==> src/trapezoid_column_line_mapper_macros.svh <==
// Assertion macros shared by the column line mapper RTL.
// Each macro expects signals named clk and rst_n in the using scope.
`ifndef TRAPEZOID_COLUMN_LINE_MAPPER_MACROS_SVH
`define TRAPEZOID_COLUMN_LINE_MAPPER_MACROS_SVH

// Consequent must hold in the same cycle as the antecedent.
`define TCLM_ASSERT_NOW(lbl, ante, cons, msg) \
    lbl: assert property (@(posedge clk) disable iff (!rst_n) (ante) |-> (cons)) \
        else $error(msg);

// Consequent must hold in the cycle after the antecedent.
`define TCLM_ASSERT_NEXT(lbl, ante, cons, msg) \
    lbl: assert property (@(posedge clk) disable iff (!rst_n) (ante) |=> (cons)) \
        else $error(msg);

`endif

==> src/tclm_pkg.sv <==
// Package for the trapezoid column line mapper: widths, register codes,
// sequencer states and the request and response structs of the units. No dependencies.
`default_nettype none

package tclm_pkg;

    localparam int MAX_LINES   = 1024;
    localparam int MAX_COLUMNS = 2048;
    localparam int FRAC_BITS   = 16;

    localparam int LINE_W     = $clog2(MAX_LINES) + 1;   // line counters and heights
    localparam int OUT_LINE_W = 10;
    localparam int COL_W      = 11;
    localparam int WIDTH_W    = 12;
    localparam int HC_W       = 20;
    localparam int BPP_W      = 4;
    localparam int STRIDE_W   = 15;
    localparam int ADDR_W     = 24;
    localparam int ACC_W      = 32;
    localparam int CFG_W      = 20;
    localparam int CFG_IDX_W  = 3;
    localparam int GUARD_W    = $clog2(MAX_LINES) + 1;

    localparam int MAC_A_W = 12;
    localparam int MAC_B_W = 20;
    localparam int MAC_C_W = 15;
    localparam int MAC_W   = 32;
    localparam int PROD_W  = MAC_W - FRAC_BITS;

    localparam int DIV_N_W   = LINE_W + FRAC_BITS;
    localparam int DIV_CNT_W = $clog2(DIV_N_W + 1);

    localparam logic [ACC_W-1:0] ONE_Q = ACC_W'(64'd1 << FRAC_BITS);
    localparam logic [ACC_W-1:0] TWO_Q = ACC_W'(64'd2 << FRAC_BITS);

    typedef enum logic [CFG_IDX_W-1:0] {
        CFG_DST_HEIGHT     = 3'd0,
        CFG_DST_WIDTH      = 3'd1,
        CFG_SRC_HEIGHT     = 3'd2,
        CFG_HEIGHT_CHANGE  = 3'd3,
        CFG_NARROWING_LEFT = 3'd4,
        CFG_BYTES_PER_PIX  = 3'd5,
        CFG_SRC_STRIDE     = 3'd6,
        CFG_DST_STRIDE     = 3'd7
    } cfg_index_t;

    typedef enum logic [3:0] {
        S_IDLE,
        S_START_MUL,
        S_START_HGT,
        S_DIV,
        S_SKIP,
        S_SOFF,
        S_SADDR,
        S_DOFF,
        S_DADDR,
        S_EMIT
    } state_t;

    typedef struct packed {
        logic               en;
        logic [MAC_A_W-1:0] a;
        logic [MAC_B_W-1:0] b;
        logic [MAC_C_W-1:0] c;
    } mac_req_t;

    typedef struct packed {
        logic               start;
        logic [DIV_N_W-1:0] numer;
        logic [LINE_W-1:0]  denom;
    } div_req_t;

    typedef struct packed {
        logic               done;
        logic [DIV_N_W-1:0] quot;
    } div_resp_t;

endpackage

`default_nettype wire

==> src/trapezoid_column_line_mapper.sv <==
// Trapezoid column line mapper top level: sequencer, column state, config.
// Depends on tclm_pkg, tclm_mac, tclm_div and the assertion macro header.
//
// Usage:
//  Config: cfg_we writes cfg_data into register cfg_index.
//   Write only while no request is in flight.
//  Input: in_valid/in_ready. A request with start_column set loads a new
//   column; its height is formed with the shared multiply-add unit and its
//   step ratio with the bit-serial divider (one bit per cycle). A start
//   request yields no result; a request with start_column clear advances
//   one output line.
//  Output: out_valid/out_ready, one result per advance while the column is
//   open. An advance steps S_SOFF, S_SADDR, S_DOFF, S_DADDR, S_EMIT; in
//   shrink mode S_SKIP comes first and drops source lines (at most 1024
//   skips). Four passes through the multiply-add unit build the two byte
//   addresses. Advances with no open column are taken and dropped.
//  A stalled receiver holds the output register; the next request is still
//   taken, and its result waits in the sequencer until the register frees.
//  Reset: the config and control registers take their reset values, no
//   column is open, and the block is ready at once; data registers are not reset.
`default_nettype none
`include "trapezoid_column_line_mapper_macros.svh"

module trapezoid_column_line_mapper
    import tclm_pkg::*;
(
    input  wire logic                  clk,
    input  wire logic                  rst_n,
    input  wire logic                  cfg_we,
    input  wire logic [CFG_IDX_W-1:0]  cfg_index,
    input  wire logic [CFG_W-1:0]      cfg_data,
    input  wire logic                  in_valid,
    output logic                       in_ready,
    input  wire logic                  start_column,
    input  wire logic [COL_W-1:0]      target_column,
    input  wire logic [COL_W-1:0]      source_column,
    output logic                       out_valid,
    input  wire logic                  out_ready,
    output logic [OUT_LINE_W-1:0]      src_line,
    output logic [OUT_LINE_W-1:0]      dst_line,
    output logic [ADDR_W-1:0]          src_address,
    output logic [ADDR_W-1:0]          dst_address,
    output logic                       last_line
);

    // configuration
    logic [LINE_W-1:0]   dst_height_reg;
    logic [WIDTH_W-1:0]  dst_width_reg;
    logic [LINE_W-1:0]   src_height_reg;
    logic [HC_W-1:0]     height_change_reg;
    logic                narrowing_left_reg;
    logic [BPP_W-1:0]    bpp_reg;
    logic [STRIDE_W-1:0] src_stride_reg;
    logic [STRIDE_W-1:0] dst_stride_reg;

    // sequencer and column state
    state_t              state_reg,        state_next;
    logic                column_active_reg, column_active_next;
    logic                shrink_mode_reg,  shrink_mode_next;
    logic [COL_W-1:0]    held_tgt_reg,     held_tgt_next;
    logic [COL_W-1:0]    held_src_reg,     held_src_next;
    logic [LINE_W-1:0]   column_height_reg, column_height_next;
    logic [OUT_LINE_W-1:0] top_offset_reg, top_offset_next;
    logic [LINE_W-1:0]   out_count_reg,    out_count_next;
    logic [LINE_W-1:0]   src_count_reg,    src_count_next;
    logic [ACC_W-1:0]    ratio_step_reg,   ratio_step_next;
    logic [ACC_W-1:0]    ratio_acc_reg,    ratio_acc_next;
    logic [GUARD_W-1:0]  guard_reg,        guard_next;
    logic [ADDR_W-1:0]   src_addr_reg,     src_addr_next;

    // output register
    logic                  out_valid_reg,  out_valid_next;
    logic [OUT_LINE_W-1:0] src_line_reg,   src_line_next;
    logic [OUT_LINE_W-1:0] dst_line_reg,   dst_line_next;
    logic [ADDR_W-1:0]     src_address_reg, src_address_next;
    logic [ADDR_W-1:0]     dst_address_reg, dst_address_next;
    logic                  last_line_reg,  last_line_next;

    mac_req_t          mac_req;
    logic [MAC_W-1:0]  mac_q;
    div_req_t          div_req;
    div_resp_t         div_resp;

    logic                in_fire;
    logic                emit_fire;
    logic [WIDTH_W-1:0]  col_dist;
    logic [PROD_W-1:0]   prod;
    logic                prod_ge;
    logic [LINE_W-1:0]   height_new;
    logic [LINE_W-1:0]   height_diff;
    logic                shrink_new;
    logic [LINE_W-1:0]   src_count_inc;
    logic                skip_match;
    logic [LINE_W:0]     dline;
    logic                last_now;
    logic [LINE_W-1:0]   out_count_inc;

    tclm_mac u_mac (
        .clk    (clk),
        .req    (mac_req),
        .result (mac_q)
    );

    tclm_div u_div (
        .clk   (clk),
        .rst_n (rst_n),
        .req   (div_req),
        .resp  (div_resp)
    );

    always_ff @(posedge clk or negedge rst_n)
    begin
        if (!rst_n)
        begin
            dst_height_reg     <= LINE_W'(1024);
            dst_width_reg      <= WIDTH_W'(2048);
            src_height_reg     <= LINE_W'(1024);
            height_change_reg  <= '0;
            narrowing_left_reg <= 1'b1;
            bpp_reg            <= BPP_W'(4);
            src_stride_reg     <= STRIDE_W'(8192);
            dst_stride_reg     <= STRIDE_W'(8192);
        end
        else if (cfg_we)
        begin
            unique case (cfg_index)
                CFG_DST_HEIGHT:     dst_height_reg     <= cfg_data[LINE_W-1:0];
                CFG_DST_WIDTH:      dst_width_reg      <= cfg_data[WIDTH_W-1:0];
                CFG_SRC_HEIGHT:     src_height_reg     <= cfg_data[LINE_W-1:0];
                CFG_HEIGHT_CHANGE:  height_change_reg  <= cfg_data[HC_W-1:0];
                CFG_NARROWING_LEFT: narrowing_left_reg <= cfg_data[0];
                CFG_BYTES_PER_PIX:  bpp_reg            <= cfg_data[BPP_W-1:0];
                CFG_SRC_STRIDE:     src_stride_reg     <= cfg_data[STRIDE_W-1:0];
                CFG_DST_STRIDE:     dst_stride_reg     <= cfg_data[STRIDE_W-1:0];
                default:            ;
            endcase
        end
    end

    always_comb
    begin
        in_ready  = (state_reg == S_IDLE);
        in_fire   = in_valid && in_ready;
        emit_fire = (state_reg == S_EMIT) && (!out_valid_reg || out_ready);

        if (narrowing_left_reg)
            col_dist = {1'b0, held_tgt_reg};
        else if (dst_width_reg > {1'b0, held_tgt_reg})
            col_dist = dst_width_reg - {1'b0, held_tgt_reg};
        else
            col_dist = '0;

        prod        = mac_q[MAC_W-1:FRAC_BITS];
        prod_ge     = prod >= PROD_W'(dst_height_reg);
        height_new  = prod_ge ? '0 : LINE_W'(dst_height_reg - prod[LINE_W-1:0]);
        height_diff = prod_ge ? dst_height_reg : prod[LINE_W-1:0];
        shrink_new  = height_new < src_height_reg;

        src_count_inc = src_count_reg + 1'b1;
        out_count_inc = out_count_reg + 1'b1;
        skip_match    = ACC_W'({src_count_inc, FRAC_BITS'(0)}) ==
                        {ratio_acc_reg[ACC_W-1:FRAC_BITS], FRAC_BITS'(0)};
        dline         = {1'b0, out_count_reg} + (LINE_W+1)'(top_offset_reg);
        last_now      = ({1'b0, out_count_reg} + 1'b1) >= {1'b0, column_height_reg};

        state_next         = state_reg;
        column_active_next = column_active_reg;
        shrink_mode_next   = shrink_mode_reg;
        held_tgt_next      = held_tgt_reg;
        held_src_next      = held_src_reg;
        column_height_next = column_height_reg;
        top_offset_next    = top_offset_reg;
        out_count_next     = out_count_reg;
        src_count_next     = src_count_reg;
        ratio_step_next    = ratio_step_reg;
        ratio_acc_next     = ratio_acc_reg;
        guard_next         = guard_reg;
        src_addr_next      = src_addr_reg;

        mac_req  = '0;
        div_req  = '0;

        unique case (state_reg)
            S_IDLE:
            begin
                if (in_fire)
                begin
                    if (start_column)
                    begin
                        if ({1'b0, target_column} < (COL_W+1)'(MAX_COLUMNS) &&
                            {1'b0, source_column} < (COL_W+1)'(MAX_COLUMNS))
                        begin
                            held_tgt_next = target_column;
                            held_src_next = source_column;
                            state_next    = S_START_MUL;
                        end
                    end
                    else if (column_active_reg)
                    begin
                        guard_next = '0;
                        state_next = shrink_mode_reg ? S_SKIP : S_SOFF;
                    end
                end
            end
            S_START_MUL:
            begin
                mac_req.en = 1'b1;
                mac_req.a  = MAC_A_W'(col_dist);
                mac_req.b  = MAC_B_W'(height_change_reg);
                state_next = S_START_HGT;
            end
            S_START_HGT:
            begin
                column_height_next = height_new;
                top_offset_next    = height_diff[LINE_W-1:1];
                shrink_mode_next   = shrink_new;
                out_count_next     = '0;
                src_count_next     = '0;
                column_active_next = (height_new != '0);
                if (!shrink_new && src_height_reg == '0)
                begin
                    // no source lines: the step saturates and the line never moves
                    ratio_step_next = '1;
                    ratio_acc_next  = '1;
                    state_next      = S_IDLE;
                end
                else
                begin
                    div_req.start = 1'b1;
                    div_req.numer = shrink_new ? {src_height_reg, FRAC_BITS'(0)}
                                               : {height_new, FRAC_BITS'(0)};
                    div_req.denom = shrink_new ? LINE_W'(src_height_reg - height_new)
                                               : src_height_reg;
                    state_next    = S_DIV;
                end
            end
            S_DIV:
            begin
                if (div_resp.done)
                begin
                    ratio_step_next = ACC_W'(div_resp.quot);
                    ratio_acc_next  = ACC_W'(div_resp.quot);
                    state_next      = S_IDLE;
                end
            end
            S_SKIP:
            begin
                // drop source lines while the running ratio lands on the next one
                if (skip_match && guard_reg != GUARD_W'(MAX_LINES))
                begin
                    ratio_acc_next = ratio_acc_reg + ratio_step_reg;
                    src_count_next = src_count_inc;
                    guard_next     = guard_reg + 1'b1;
                end
                else
                begin
                    state_next = S_SOFF;
                end
            end
            S_SOFF:
            begin
                mac_req.en = 1'b1;
                mac_req.a  = MAC_A_W'(held_src_reg);
                mac_req.b  = MAC_B_W'(bpp_reg);
                state_next = S_SADDR;
            end
            S_SADDR:
            begin
                mac_req.en = 1'b1;
                mac_req.a  = MAC_A_W'(src_count_reg);
                mac_req.b  = MAC_B_W'(src_stride_reg);
                mac_req.c  = mac_q[MAC_C_W-1:0];
                state_next = S_DOFF;
            end
            S_DOFF:
            begin
                src_addr_next = mac_q[ADDR_W-1:0];
                mac_req.en    = 1'b1;
                mac_req.a     = MAC_A_W'(held_tgt_reg);
                mac_req.b     = MAC_B_W'(bpp_reg);
                state_next    = S_DADDR;
            end
            S_DADDR:
            begin
                mac_req.en = 1'b1;
                mac_req.a  = MAC_A_W'(dline);
                mac_req.b  = MAC_B_W'(dst_stride_reg);
                mac_req.c  = mac_q[MAC_C_W-1:0];
                state_next = S_EMIT;
            end
            S_EMIT:
            begin
                if (emit_fire)
                begin
                    if (shrink_mode_reg)
                    begin
                        src_count_next = src_count_inc;
                    end
                    else if (ratio_acc_reg < TWO_Q)
                    begin
                        ratio_acc_next = ratio_acc_reg + ratio_step_reg - ONE_Q;
                        src_count_next = src_count_inc;
                    end
                    else
                    begin
                        ratio_acc_next = ratio_acc_reg - ONE_Q;
                    end
                    out_count_next = out_count_inc;
                    if (out_count_inc >= column_height_reg)
                        column_active_next = 1'b0;
                    state_next = S_IDLE;
                end
            end
            default:
            begin
                state_next = S_IDLE;
            end
        endcase

        out_valid_next   = out_valid_reg;
        src_line_next    = src_line_reg;
        dst_line_next    = dst_line_reg;
        src_address_next = src_address_reg;
        dst_address_next = dst_address_reg;
        last_line_next   = last_line_reg;
        if (emit_fire)
        begin
            out_valid_next   = 1'b1;
            src_line_next    = src_count_reg[OUT_LINE_W-1:0];
            dst_line_next    = dline[OUT_LINE_W-1:0];
            src_address_next = src_addr_reg;
            dst_address_next = mac_q[ADDR_W-1:0];
            last_line_next   = last_now;
        end
        else if (out_ready)
        begin
            out_valid_next = 1'b0;
        end
    end

    always_ff @(posedge clk or negedge rst_n)
    begin
        if (!rst_n)
        begin
            state_reg         <= S_IDLE;
            column_active_reg <= 1'b0;
            shrink_mode_reg   <= 1'b0;
            held_tgt_reg      <= '0;
            held_src_reg      <= '0;
            column_height_reg <= '0;
            top_offset_reg    <= '0;
            out_count_reg     <= '0;
            src_count_reg     <= '0;
            ratio_step_reg    <= '0;
            ratio_acc_reg     <= '0;
            guard_reg         <= '0;
            out_valid_reg     <= 1'b0;
        end
        else
        begin
            state_reg         <= state_next;
            column_active_reg <= column_active_next;
            shrink_mode_reg   <= shrink_mode_next;
            held_tgt_reg      <= held_tgt_next;
            held_src_reg      <= held_src_next;
            column_height_reg <= column_height_next;
            top_offset_reg    <= top_offset_next;
            out_count_reg     <= out_count_next;
            src_count_reg     <= src_count_next;
            ratio_step_reg    <= ratio_step_next;
            ratio_acc_reg     <= ratio_acc_next;
            guard_reg         <= guard_next;
            out_valid_reg     <= out_valid_next;
        end
    end

    always_ff @(posedge clk)
    begin
        src_addr_reg    <= src_addr_next;
        src_line_reg    <= src_line_next;
        dst_line_reg    <= dst_line_next;
        src_address_reg <= src_address_next;
        dst_address_reg <= dst_address_next;
        last_line_reg   <= last_line_next;
    end

    assign out_valid   = out_valid_reg;
    assign src_line    = src_line_reg;
    assign dst_line    = dst_line_reg;
    assign src_address = src_address_reg;
    assign dst_address = dst_address_reg;
    assign last_line   = last_line_reg;

    `TCLM_ASSERT_NOW(a_emit_open, emit_fire, column_active_reg, "result from a closed column")
    `TCLM_ASSERT_NOW(a_div_done_wait, div_resp.done, state_reg == S_DIV, "stray divider result")
    `TCLM_ASSERT_NOW(a_count_bound, column_active_reg, out_count_reg < column_height_reg, "line count past column height")
    `TCLM_ASSERT_NEXT(a_last_closes, emit_fire && last_now, !column_active_reg, "column open after last line")

endmodule

`default_nettype wire

==> src/tclm_mac.sv <==
// Shared multiply-add unit: result = a * b + c, registered, loaded on request.
// Depends on tclm_pkg.
`default_nettype none

module tclm_mac
    import tclm_pkg::*;
(
    input  wire logic             clk,
    input  wire mac_req_t         req,
    output logic [MAC_W-1:0]      result
);

    logic [MAC_W-1:0] result_reg;
    logic [MAC_W-1:0] result_next;

    always_comb
    begin
        result_next = MAC_W'(MAC_W'(req.a) * MAC_W'(req.b) + MAC_W'(req.c));
    end

    always_ff @(posedge clk)
    begin
        if (req.en)
        begin
            result_reg <= result_next;
        end
    end

    assign result = result_reg;

endmodule

`default_nettype wire

==> src/tclm_div.sv <==
// Restoring divider, one quotient bit per cycle, for the column step ratio.
// Depends on tclm_pkg.
`default_nettype none

module tclm_div
    import tclm_pkg::*;
(
    input  wire logic     clk,
    input  wire logic     rst_n,
    input  wire div_req_t req,
    output div_resp_t     resp
);

    logic [LINE_W-1:0]    rem_reg,   rem_next;
    logic [DIV_N_W-1:0]   quo_reg,   quo_next;
    logic [LINE_W-1:0]    den_reg,   den_next;
    logic [DIV_CNT_W-1:0] cnt_reg,   cnt_next;
    logic                 done_reg,  done_next;

    logic [LINE_W:0] shifted;
    logic            ge;

    always_comb
    begin
        shifted   = {rem_reg, quo_reg[DIV_N_W-1]};
        ge        = shifted >= {1'b0, den_reg};
        rem_next  = rem_reg;
        quo_next  = quo_reg;
        den_next  = den_reg;
        cnt_next  = cnt_reg;
        done_next = 1'b0;
        if (req.start)
        begin
            rem_next = '0;
            quo_next = req.numer;
            den_next = req.denom;
            cnt_next = DIV_CNT_W'(DIV_N_W);
        end
        else if (cnt_reg != '0)
        begin
            // remainder stays below the divisor, so the top bit drops
            rem_next = ge ? LINE_W'(shifted - {1'b0, den_reg}) : shifted[LINE_W-1:0];
            quo_next = {quo_reg[DIV_N_W-2:0], ge};
            cnt_next = cnt_reg - 1'b1;
            done_next = (cnt_reg == DIV_CNT_W'(1));
        end
    end

    always_ff @(posedge clk or negedge rst_n)
    begin
        if (!rst_n)
        begin
            cnt_reg  <= '0;
            done_reg <= 1'b0;
        end
        else
        begin
            cnt_reg  <= cnt_next;
            done_reg <= done_next;
        end
    end

    always_ff @(posedge clk)
    begin
        rem_reg <= rem_next;
        quo_reg <= quo_next;
        den_reg <= den_next;
    end

    assign resp.done = done_reg;
    assign resp.quot = quo_reg;

endmodule

`default_nettype wire
==> config.mk <==
export PLATFORM = sky130hd
export DESIGN_NAME = trapezoid_column_line_mapper
export DESIGN_NICKNAME = d
export VERILOG_FILES = /design/src/tclm_pkg.sv /design/src/trapezoid_column_line_mapper.sv /design/src/tclm_mac.sv /design/src/tclm_div.sv
export VERILOG_INCLUDE_DIRS = /design/src /design/src/src
export SDC_FILE = /design/constraint.sdc
export NUM_CORES = 1
export LEC_CHECK = 0
export BUFFER_PORTS_ARGS = -buffer_cell sky130_fd_sc_hd__buf_2
export CAP_MARGIN = 20
export CORE_MARGIN = 4
export CORE_UTILIZATION = 55
export CTS_CLUSTER_DIAMETER = 50
export DETAILED_ROUTE_END_ITERATION = 7
export HOLD_SLACK_MARGIN = 0.02
export PLACE_DENSITY = 0.72
export SYNTH_ARGS = -nofsm -noshare
export SYNTH_HDL_FRONTEND = slang
export SYNTH_SLANG_ARGS = --single-unit
==> constraint.sdc <==
create_clock -name clk -period 22 [get_ports clk]
set_clock_uncertainty 0.1 [all_clocks]
set_input_delay 1.1 -clock clk [delete_from_list [all_inputs] [get_ports clk]]
set_output_delay 1.1 -clock clk [all_outputs]
set_load 0.03 [all_outputs]
* Yosys cells after proc, flatten, opt, wreduce, memory -nomap -nowiden
Cells that the tools add are included.
** Operators by class
- Add/subtract/negate cells :: 14
- Multipliers :: 1
- $lt $le $gt $ge :: 7
- Eq/ne operators :: 31
- Mux-type cells :: 51
- Bitwise gates (word level) :: 1
- Reduce and logical (&&, ||, !) cells :: 37
** Operators with widths (number)
- two-way mux 32 bit :: 6
- case mux 33 bit (5 select lines) :: 1
- two-way mux 11 bit :: 13
- case mux 32 bit (4 select lines) :: 1
- two-way mux 27 bit :: 3
- two-way mux 39 bit :: 2
- case mux 32 bit (2 select lines) :: 1
- subtractor 32 x 17 -> 32 bit (second input constant) :: 2
- case mux 11 bit (2 select lines) :: 2
- case mux 4 bit (10 select lines) :: 1
- adder 11 x 1 -> 11 bit (second input constant) :: 3
- case mux 11 bit (3 select lines) :: 1
- subtractor 11 bit :: 3
- adder 32 x 15 -> 32 bit :: 1
- adder 32 bit :: 1
- < comparator 32 x 18 -> 1 bit (second input constant) :: 1
- multiplier 12 x 20 -> 32 bit :: 1
- >= comparator 12 x 11 -> 1 bit :: 2
- two-way mux 12 bit :: 2
- two-way mux 4 bit :: 6
- AND reduction 2 bit :: 9
- == test 11 x 16 -> 1 bit :: 1
- == test 4 x 3 -> 1 bit (second input constant) :: 4
- >= comparator 16 x 11 -> 1 bit :: 1
- other kinds (41) :: 74
** Word-level totals
- Register bits :: 416
- Input bits :: 51
- Output and inout bits :: 71
- Logic and storage cells :: 175

* Depth between registers and ports, before layout
Gate-level depths: netlist of the first run.
- Depth in word-level cells :: 8
- Depth in mapped cells :: 38
- Gate-level depth less buffers :: 36

* Cells and area by module
A second synthesis of the first run with hierarchy kept.
** Second synthesis, totals
- Cell total of the unflattened synthesis :: 3152
- Area, all modules :: 30785.8 µm²
** By module, submodules not included
- trapezoid_column_line_mapper :: instances 1, cells each 1887, area each 18611.6 µm², seq. area each 8607.0 µm²
- tclm_mac :: instances 1, cells each 1018, area each 9241.4 µm², seq. area each 960.9 µm²
- tclm_div :: instances 1, cells each 247, area each 2932.8 µm², seq. area each 1511.4 µm²

* Worst setup path before layout of the first run
No wires, ideal clock.
- Kind :: register to register
- From :: register held_tgt_reg[0]
- To :: register u_mac.result_reg[31] (netlist: u_mac.result[31]), data pin
- Setup time :: 0.259 ns
- Arrival :: 8.217 ns
- Data required time :: 21.641 ns
- Path slack :: 13.424 ns
- Cell stages (with the launch flop) :: 36
- Path buffers :: 2
- Clock period less this slack :: 8.576 ns
- Path through :: dfrtp_1 > ha_1 > fa_1 > nor2b_1 > o21ai_1 > a21boi_1 > o21ai_1 > a21boi_0 > o21ai_0 > a21boi_1 > o211ai_1 > a31o_2 > clkbuf_1 > o311ai_1 > clkbuf_1 > nand2_1 > fa_1 > inv_1 > fa_1 > fa_1 > fa_1 > inv_1 > fa_1 > inv_1 > ha_1 > a211o_1 > or4_1 > o21ba_2 > o31a_1 > o211ai_1 > nand3_1 > a31oi_1 > a211oi_1 > o21bai_1 > a21oi_1 > xnor2_1
** Between the ends
- Cells in the longest elaborated chain, start to end :: 6
- Elaborated cells on any way between the ends :: 7
- Classes of those cells :: add/sub (2); mul (1); order compare (1); mux (3)
** Ends and longest elaborated chain
- start: declaration :: RTL line trapezoid_column_line_mapper.sv:60 : logic [COL_W-1:0] held_tgt_reg, held_tgt_next;
- start signal: assignment :: RTL line trapezoid_column_line_mapper.sv:364 : held_tgt_reg <= held_tgt_next;
- subtractor 12 x 11 -> 12 bit or > comparator 12 x 11 -> 1 bit (tied branches) :: RTL line trapezoid_column_line_mapper.sv:149, trapezoid_column_line_mapper.sv:148
- two-way mux 12 bit :: RTL line trapezoid_column_line_mapper.sv:148 : else if (dst_width_reg > {1'b0, held_tgt_reg})
- two-way mux 12 bit :: RTL line trapezoid_column_line_mapper.sv:146 : if (narrowing_left_reg)
- case mux 33 bit (5 select lines) (*) :: RTL line trapezoid_column_line_mapper.sv:183 : unique case (state_reg)
- multiplier 12 x 20 -> 32 bit (*) :: RTL line tclm_mac.sv:18 : result_next = MAC_W'(MAC_W'(req.a) * MAC_W'(req.b) + MAC_W'(req.c));
- adder 32 x 15 -> 32 bit (*) :: RTL line tclm_mac.sv:18
- via u_mac.result_next[31] :: RTL line tclm_mac.sv:14 : logic [MAC_W-1:0] result_next;
- end signal: assignment :: RTL line tclm_mac.sv:25 : result_reg <= result_next;
- end: declaration :: RTL line tclm_mac.sv:13 : logic [MAC_W-1:0] result_reg;
The timed path passes the listed nets; every way through them passes the cells marked *.
A chain may end at the register's enable or synchronous reset.

* Final worst setup path of the first run
Ends and elaborated chain as after synthesis.

==> results of run 1 <==
==> synth_stat cells (all sizes together), types with 78 or more instances <==
master	count	area (um2)
fa	200	4000
edfxtp	163	4890
xnor2	78	683
inv	384	1440
a21oi	126	646
dfrtp	231	5780
clkbuf	103	388
nand2	463	1740
mux2	88	991
o21ai	186	946
ha	196	2450
nor2	228	856
==> stage by stage <==
step	cell area [um2]	hold slack [ns]
global route	33900	0.323
CTS	33900	0.317
detailed placement	32000	0.305
floorplan	30500	0.300
global placement	32000	0.301
finish	33900	0.317
==> placed cells by master (no fill, tap or decap), drive strengths merged, types with 26 or more instances in the layout <==
master / n
and3: 37
ha: 196
inv: 395
mux2: 88
nor3: 56
o21ai: 186
a31oi: 36
dfrtp: 231
edfxtp: 163
clkbuf: 64
a22oi: 26
nand2b: 27
xor2: 29
a21oi: 126
and2: 74
nor2: 228
a21o: 46
buf: 168
nand3: 77
fa: 200
nand2: 463
xnor2: 78
==> how the worst max path moves through the flow <==
| stage | from | end | depth (start not counted) |
|---|---|---|---|
| 6_report | held_tgt_reg[0] | u_mac.result[31] | 34 |
| 5_1_grt | held_tgt_reg[0] | u_mac.result[31] | 34 |
| 4_1_cts | dst_width_reg[0] | u_mac.result[31] | 35 |
| 3_5_place_dp | held_tgt_reg[0] | u_mac.result[31] | 34 |
| 3_3_place_gp | held_tgt_reg[0] | u_mac.result[31] | 34 |
| 2_1_floorplan | held_tgt_reg[0] | u_mac.result[31] | 35 |
==> cell type report <==
| type | count | area, um2 | area share, % |
|---|---|---|---|
| inverters | 385 | 1450 | 4.26 |
| multi-input cells | 2285 | 17600 | 51.8 |
| clock inverters | 40 | 418 | 1.23 |
| clock buffers | 64 | 1440 | 4.24 |
| well taps | 748 | 936 | 2.76 |
| repair buffers | 168 | 1030 | 3.03 |
| flip-flops and latches | 412 | 11100 | 32.6 |
==> power by group <==
group          total (mW)  internal [mW]  switching (mW)  leakage (nW)
registers            1.25           1.06           0.185          4.43
clock network       0.903          0.527           0.376         0.901
logic                1.98          0.713            1.27          9.73
==> cell families (layout without fill, tap and decap cells) <==
kind of cell	after synthesis	in the layout	synth area share [%]
AOI/OAI and AO/OA	610	610	13.3
xor gates and xnor gates	107	107	3.09
adders and majority gates	396	396	21.1
buffers and inverters	516	657	6.41
DFF	412	412	36.3
muxes	106	106	3.83
and+or+nand+nor	1066	1066	16.0
==> per-layer routing <==
layer  wire length [um]  vias up
met3               4850      143
met5                  0        -
met2              41400      758
li1                   -    11100
met1              36300    11900
met4               3260        0
==> flow_metrics.env, run 1 <==
export IMPL_cts_root_buffer="clkbuf_16"
export IMPL_grt_use_met1_pct=39.3
export IMPL_synth_fp_nets=3660
export IMPL_gr_usage_met3_pct=3.89
export IMPL_place_congestion=0.957
export IMPL_routed_wl_mm=85.8
export IMPL_endpoint_kind="flop"
export IMPL_synth_edff_count=163
export IMPL_r2r_end="u_mac.result[31]"
export IMPL_cpLargestDelayFamily="compound AO/OA/AOI/OAI gates"
export IMPL_peakVddDrop_mv=0.0739
export IMPL_crit_fanout=20
export IMPL_die_area_um2=59400
export IMPL_violations="DRC"
export IMPL_post_cts_resized_instances=0
export IMPL_finalCritPeriodShare_pct=44.8
export IMPL_io_pins=122
export IMPL_pre_cts_ws_ns=12.18
export IMPL_htree_levels=2
export IMPL_power_total_mw=4.13
export IMPL_drc=1
export IMPL_grt_pass1_wl_mm=136
export IMPL_hold_viol=0
export IMPL_slowest_stage="a31oi_1"
export IMPL_synth_yosys_warnings=0
export IMPL_overflow=0
export IMPL_cts_buffers_inserted=55
export IMPL_hold_depth=0
export IMPL_dieHeight_um=244
export IMPL_post_cts_setup_buffers=0
export IMPL_hold_start="src_addr_reg[19]"
export IMPL_async_flop_share_pct=57.8
export IMPL_worst_ep_arrival_time_ns=10.13
export IMPL_slew_headroom_pct=26.8
export IMPL_crit_type="reg2reg"
export IMPL_cts_clk_slew_worst_paths_ns=0.06
export IMPL_synthCells=3213
export IMPL_clk_latency_ns=0.63
export IMPL_initial_core_util_pct=55.5
export IMPL_grt_pass1_vias=24000
export IMPL_area_growth_pct=11.1
export IMPL_drt_iter0_drc=1709
export IMPL_io_buffers=121
export IMPL_slew_viol_final=0
export IMPL_critPathBufInv=4
export IMPL_met2_usage_pct=48.5
export IMPL_drive_above_1_share_pct=12.5
export IMPL_power_density_nw_per_um2=122
export IMPL_r2r_slack_ns=12.14
export IMPL_ys_ff_latch=412
export IMPL_postCtsHoldBufs=0
export IMPL_diodes=0
export IMPL_synth_area_um2=30500
export IMPL_hold_end="src_address[19]"
export IMPL_synth_seq_area_share_pct=36.3
export IMPL_outcome="finished with violations"
export IMPL_first_pass_iters=8
export IMPL_path_common_cell="fa_1"
export IMPL_fp_dieW_um=244
export IMPL_core_um2=55100
export IMPL_drv_cap=0
export IMPL_layout_setup_ws_ns=12.14
export IMPL_fill_cells=4713
export IMPL_grt_max_degree=98
export IMPL_num_vias=23900
export IMPL_nets=3754
export IMPL_synth_cell_types=102
export IMPL_worstHoldPathType="reg2reg"
export IMPL_cts_max_path_buffers=3
export IMPL_antenna_left=0
export IMPL_cpPeakStageDelay_ns=0.67
export IMPL_grt_usage_pct=29.1
export IMPL_avgSynthCellArea_um2=9.51
export IMPL_power_leakage_nw=15.1
export IMPL_cts_sinks=412
export IMPL_rsz0062_at_grt="false"
export IMPL_rr_startpoint="held_tgt_reg[0]"
export IMPL_fin_cells=4102
export IMPL_crit_path_start_kind="flop"
export IMPL_core_rowCount=86
export IMPL_final_util_pct=61.6
export IMPL_antenna_found_initial=0
export IMPL_synth_flop_cell="dfrtp_1"
export IMPL_fin_crit_ns=9.86
export IMPL_max_freq_mhz=101
export IMPL_fin_setup_tns_ns=0
export IMPL_wl_per_cell_um=20.9
export IMPL_cts_tree="built"
export IMPL_grt_busiest_layer="met2"
export IMPL_placed_cells=3995
export IMPL_worstMarginPinSlew_ns=1.09
export IMPL_viasPerCell=5.83
export IMPL_required_ns=22.27
export IMPL_finalSetupViolCount=0
export IMPL_dp_hpwl_mm=65.3
export IMPL_r2r_cells=34
Power figures use the tool's default switching activity.
==> inputs of run 2 (changes only) <==
clock period = 9.3 ns   (was 22 ns; I/O delays follow)
==> run 2 against run 1 <==
  * The run now ends clean
  * Die area stayed put
  * Combinational power is 140% higher
  * Cell count rose by 1.6%
  * Global-route usage is 0.11 points lower
  * Flip-flop and latch count is the same
  * Design area increased by 2.4%
  * Clock power up 140%
  * Utilization rose by 1.5 points
  * Critical path type unchanged
  * Critical endpoint unchanged
  * Largest cell class unchanged
  * Highest routed layer unchanged
==> flow_metrics.env, run 2 (synthesis gave the netlist of run 1 again) <==
export IMPL_grt_pass1_wl_mm=137
export IMPL_worstMarginPinSlew_ns=1.05
export IMPL_fin_setup_tns_ns=0
export IMPL_wl_per_cell_um=20.8
export IMPL_cpPeakStageDelay_ns=0.56
export IMPL_outcome="finished clean"
export IMPL_crit_type="reg2reg"
export IMPL_fp_dieW_um=244
export IMPL_finalSetupViolCount=0
export IMPL_endpoint_kind="flop"
export IMPL_worstHoldPathType="in2reg"
export IMPL_power_density_nw_per_um2=287
export IMPL_grt_usage_pct=29.0
export IMPL_antenna_left=0
export IMPL_peakVddDrop_mv=0.194
export IMPL_cts_clk_slew_worst_paths_ns=0.06
export IMPL_final_cell_mix="nand2_1 (462), inv_1 (383), dfrtp_1 (230), nor2_1 (226), fa_1 (199)"
export IMPL_antenna_found_initial=2
export IMPL_hold_viol=0
export IMPL_grt_pass1_vias=24700
export IMPL_cts_tree="built"
export IMPL_cts_max_path_buffers=3
export IMPL_htree_levels=2
export IMPL_final_common_cell="nand2_1"
export IMPL_path_common_cell="fa_1"
export IMPL_cts_buffers_inserted=54
export IMPL_dieHeight_um=244
export IMPL_dp_hpwl_mm=66.1
export IMPL_power_total_mw=9.99
export IMPL_area_growth_pct=13.8
export IMPL_core_um2=55100
export IMPL_io_buffers=121
export IMPL_crit_path_start_kind="flop"
export IMPL_slew_viol_final=0
export IMPL_crit_fanout=15
export IMPL_max_freq_mhz=111
export IMPL_power_leakage_nw=15.5
export IMPL_routed_wl_mm=86.8
export IMPL_fin_crit_ns=9.02
export IMPL_cts_sinks=412
export IMPL_place_congestion=0.976
export IMPL_viasPerCell=5.86
export IMPL_overflow=0
export IMPL_die_area_um2=59400
export IMPL_drv_cap=0
export IMPL_io_pins=122
export IMPL_slowest_stage="fa_1"
export IMPL_drt_iter0_drc=1816
export IMPL_core_rowCount=86
export IMPL_drive_above_1_share_pct=13.9
export IMPL_clk_latency_ns=0.62
export IMPL_holdWs_ns=0.0625
export IMPL_first_pass_iters=6
export IMPL_slew_headroom_pct=29.9
export IMPL_finalCritPeriodShare_pct=97.0
export IMPL_num_vias=24400
export IMPL_final_util_pct=63.1
export IMPL_worst_ep_arrival_time_ns=9.29
export IMPL_cts_root_buffer="clkbuf_16"
export IMPL_initial_core_util_pct=55.5
export IMPL_required_ns=9.57
export IMPL_grt_max_degree=92
export IMPL_fill_cells=4569
export IMPL_nets=3821
export IMPL_drc=0
[run 2: stage by stage]
step | setup WS (ns) | area (um2) | instances
finish | 0.276 | 34800 | 4169
floorplan | 0.724 | 30500 | 3213
CTS | 0.0794 | 34400 | 4148
detailed placement | 0.0302 | 32300 | 4018
global route | -0.103 | 34800 | 4169
global placement | 0.218 | 32200 | 4013
[run 2: worst paths after layout]
| check | from | endpoint | slack, ns | cells past startpoint |
|---|---|---|---|---|
| hold reg to reg | src_addr_reg[16] | src_address[16] | 0.31 | 0 |
| hold / removal | cfg_data[12] | src_stride_reg[12] | 0.06 | 2 |
| min in group asynchronous | rst_n | ratio_step_reg[8] | 0.30 | 2 |
| max in group asynchronous | rst_n | out_count_reg[0] | 7.32 | 3 |
| setup / recovery | held_tgt_reg[0] | u_mac.result[31] | 0.28 | 34 |
| setup reg to reg | held_tgt_reg[0] | u_mac.result[31] | 0.28 | 34 |
[run 2: cell type report]
cell class                      instances  area, um2  area share, %
Multi-Input combinational cell       2285      17700           50.9
Sequential cell                       412      11100           31.9
Timing Repair Buffer                  236       1700           4.89
Clock buffer                           66       1480           4.25
Inverter                              385       1450           4.16
Tap cell                              748        936           2.69
Clock inverter                         36        435           1.25
Antenna cell                            1       2.50        0.00720
[run 2: report_power, final]
part / internal (mW) / total, mW / switching (mW)
sequential: 2.51 / 2.96 / 0.442
combinational: 1.79 / 4.84 / 3.05
clock: 1.30 / 2.19 / 0.893
total: 5.60 / 9.99 / 4.38
[run 2: repair_timing]
| action | CTS | global route |
|---|---|---|
| resized for setup | 1 | 30 |
| endpoints found under the setup margin | 1 | 9 |
| hold buffers | 27 | 1 |
| cloned | 0 | 2 |
| endpoints found under the hold margin | 115 | 1 |
| pin swaps | 1 | 17 |
| setup buffers | 1 | 14 |
[run 2: per-layer routing]
layer | wire length (um) | part of all wire [%] | vias up | track usage [%]
met1 | 36300 | 42 | 12200 | 38.5
li1 | - | - | 11200 | -
met5 | 0 | 0 | - | 0
met4 | 4230 | 4.9 | 0 | 12.5
met3 | 5070 | 5.8 | 206 | 4.13
met2 | 41100 | 47 | 796 | 47.8
[run 2: critical path: cells and delay by family (launching register included)]
family / cells / cell delay (ns)
adders and majority gates: 8 / 3.60
DFF: 1 / 0.41
AOI/OAI and AO/OA: 16 / 3.30
buffers and inverters: 5 / 0.51
xor gates and xnor gates: 1 / 0.13
and+or+nand+nor: 4 / 0.69
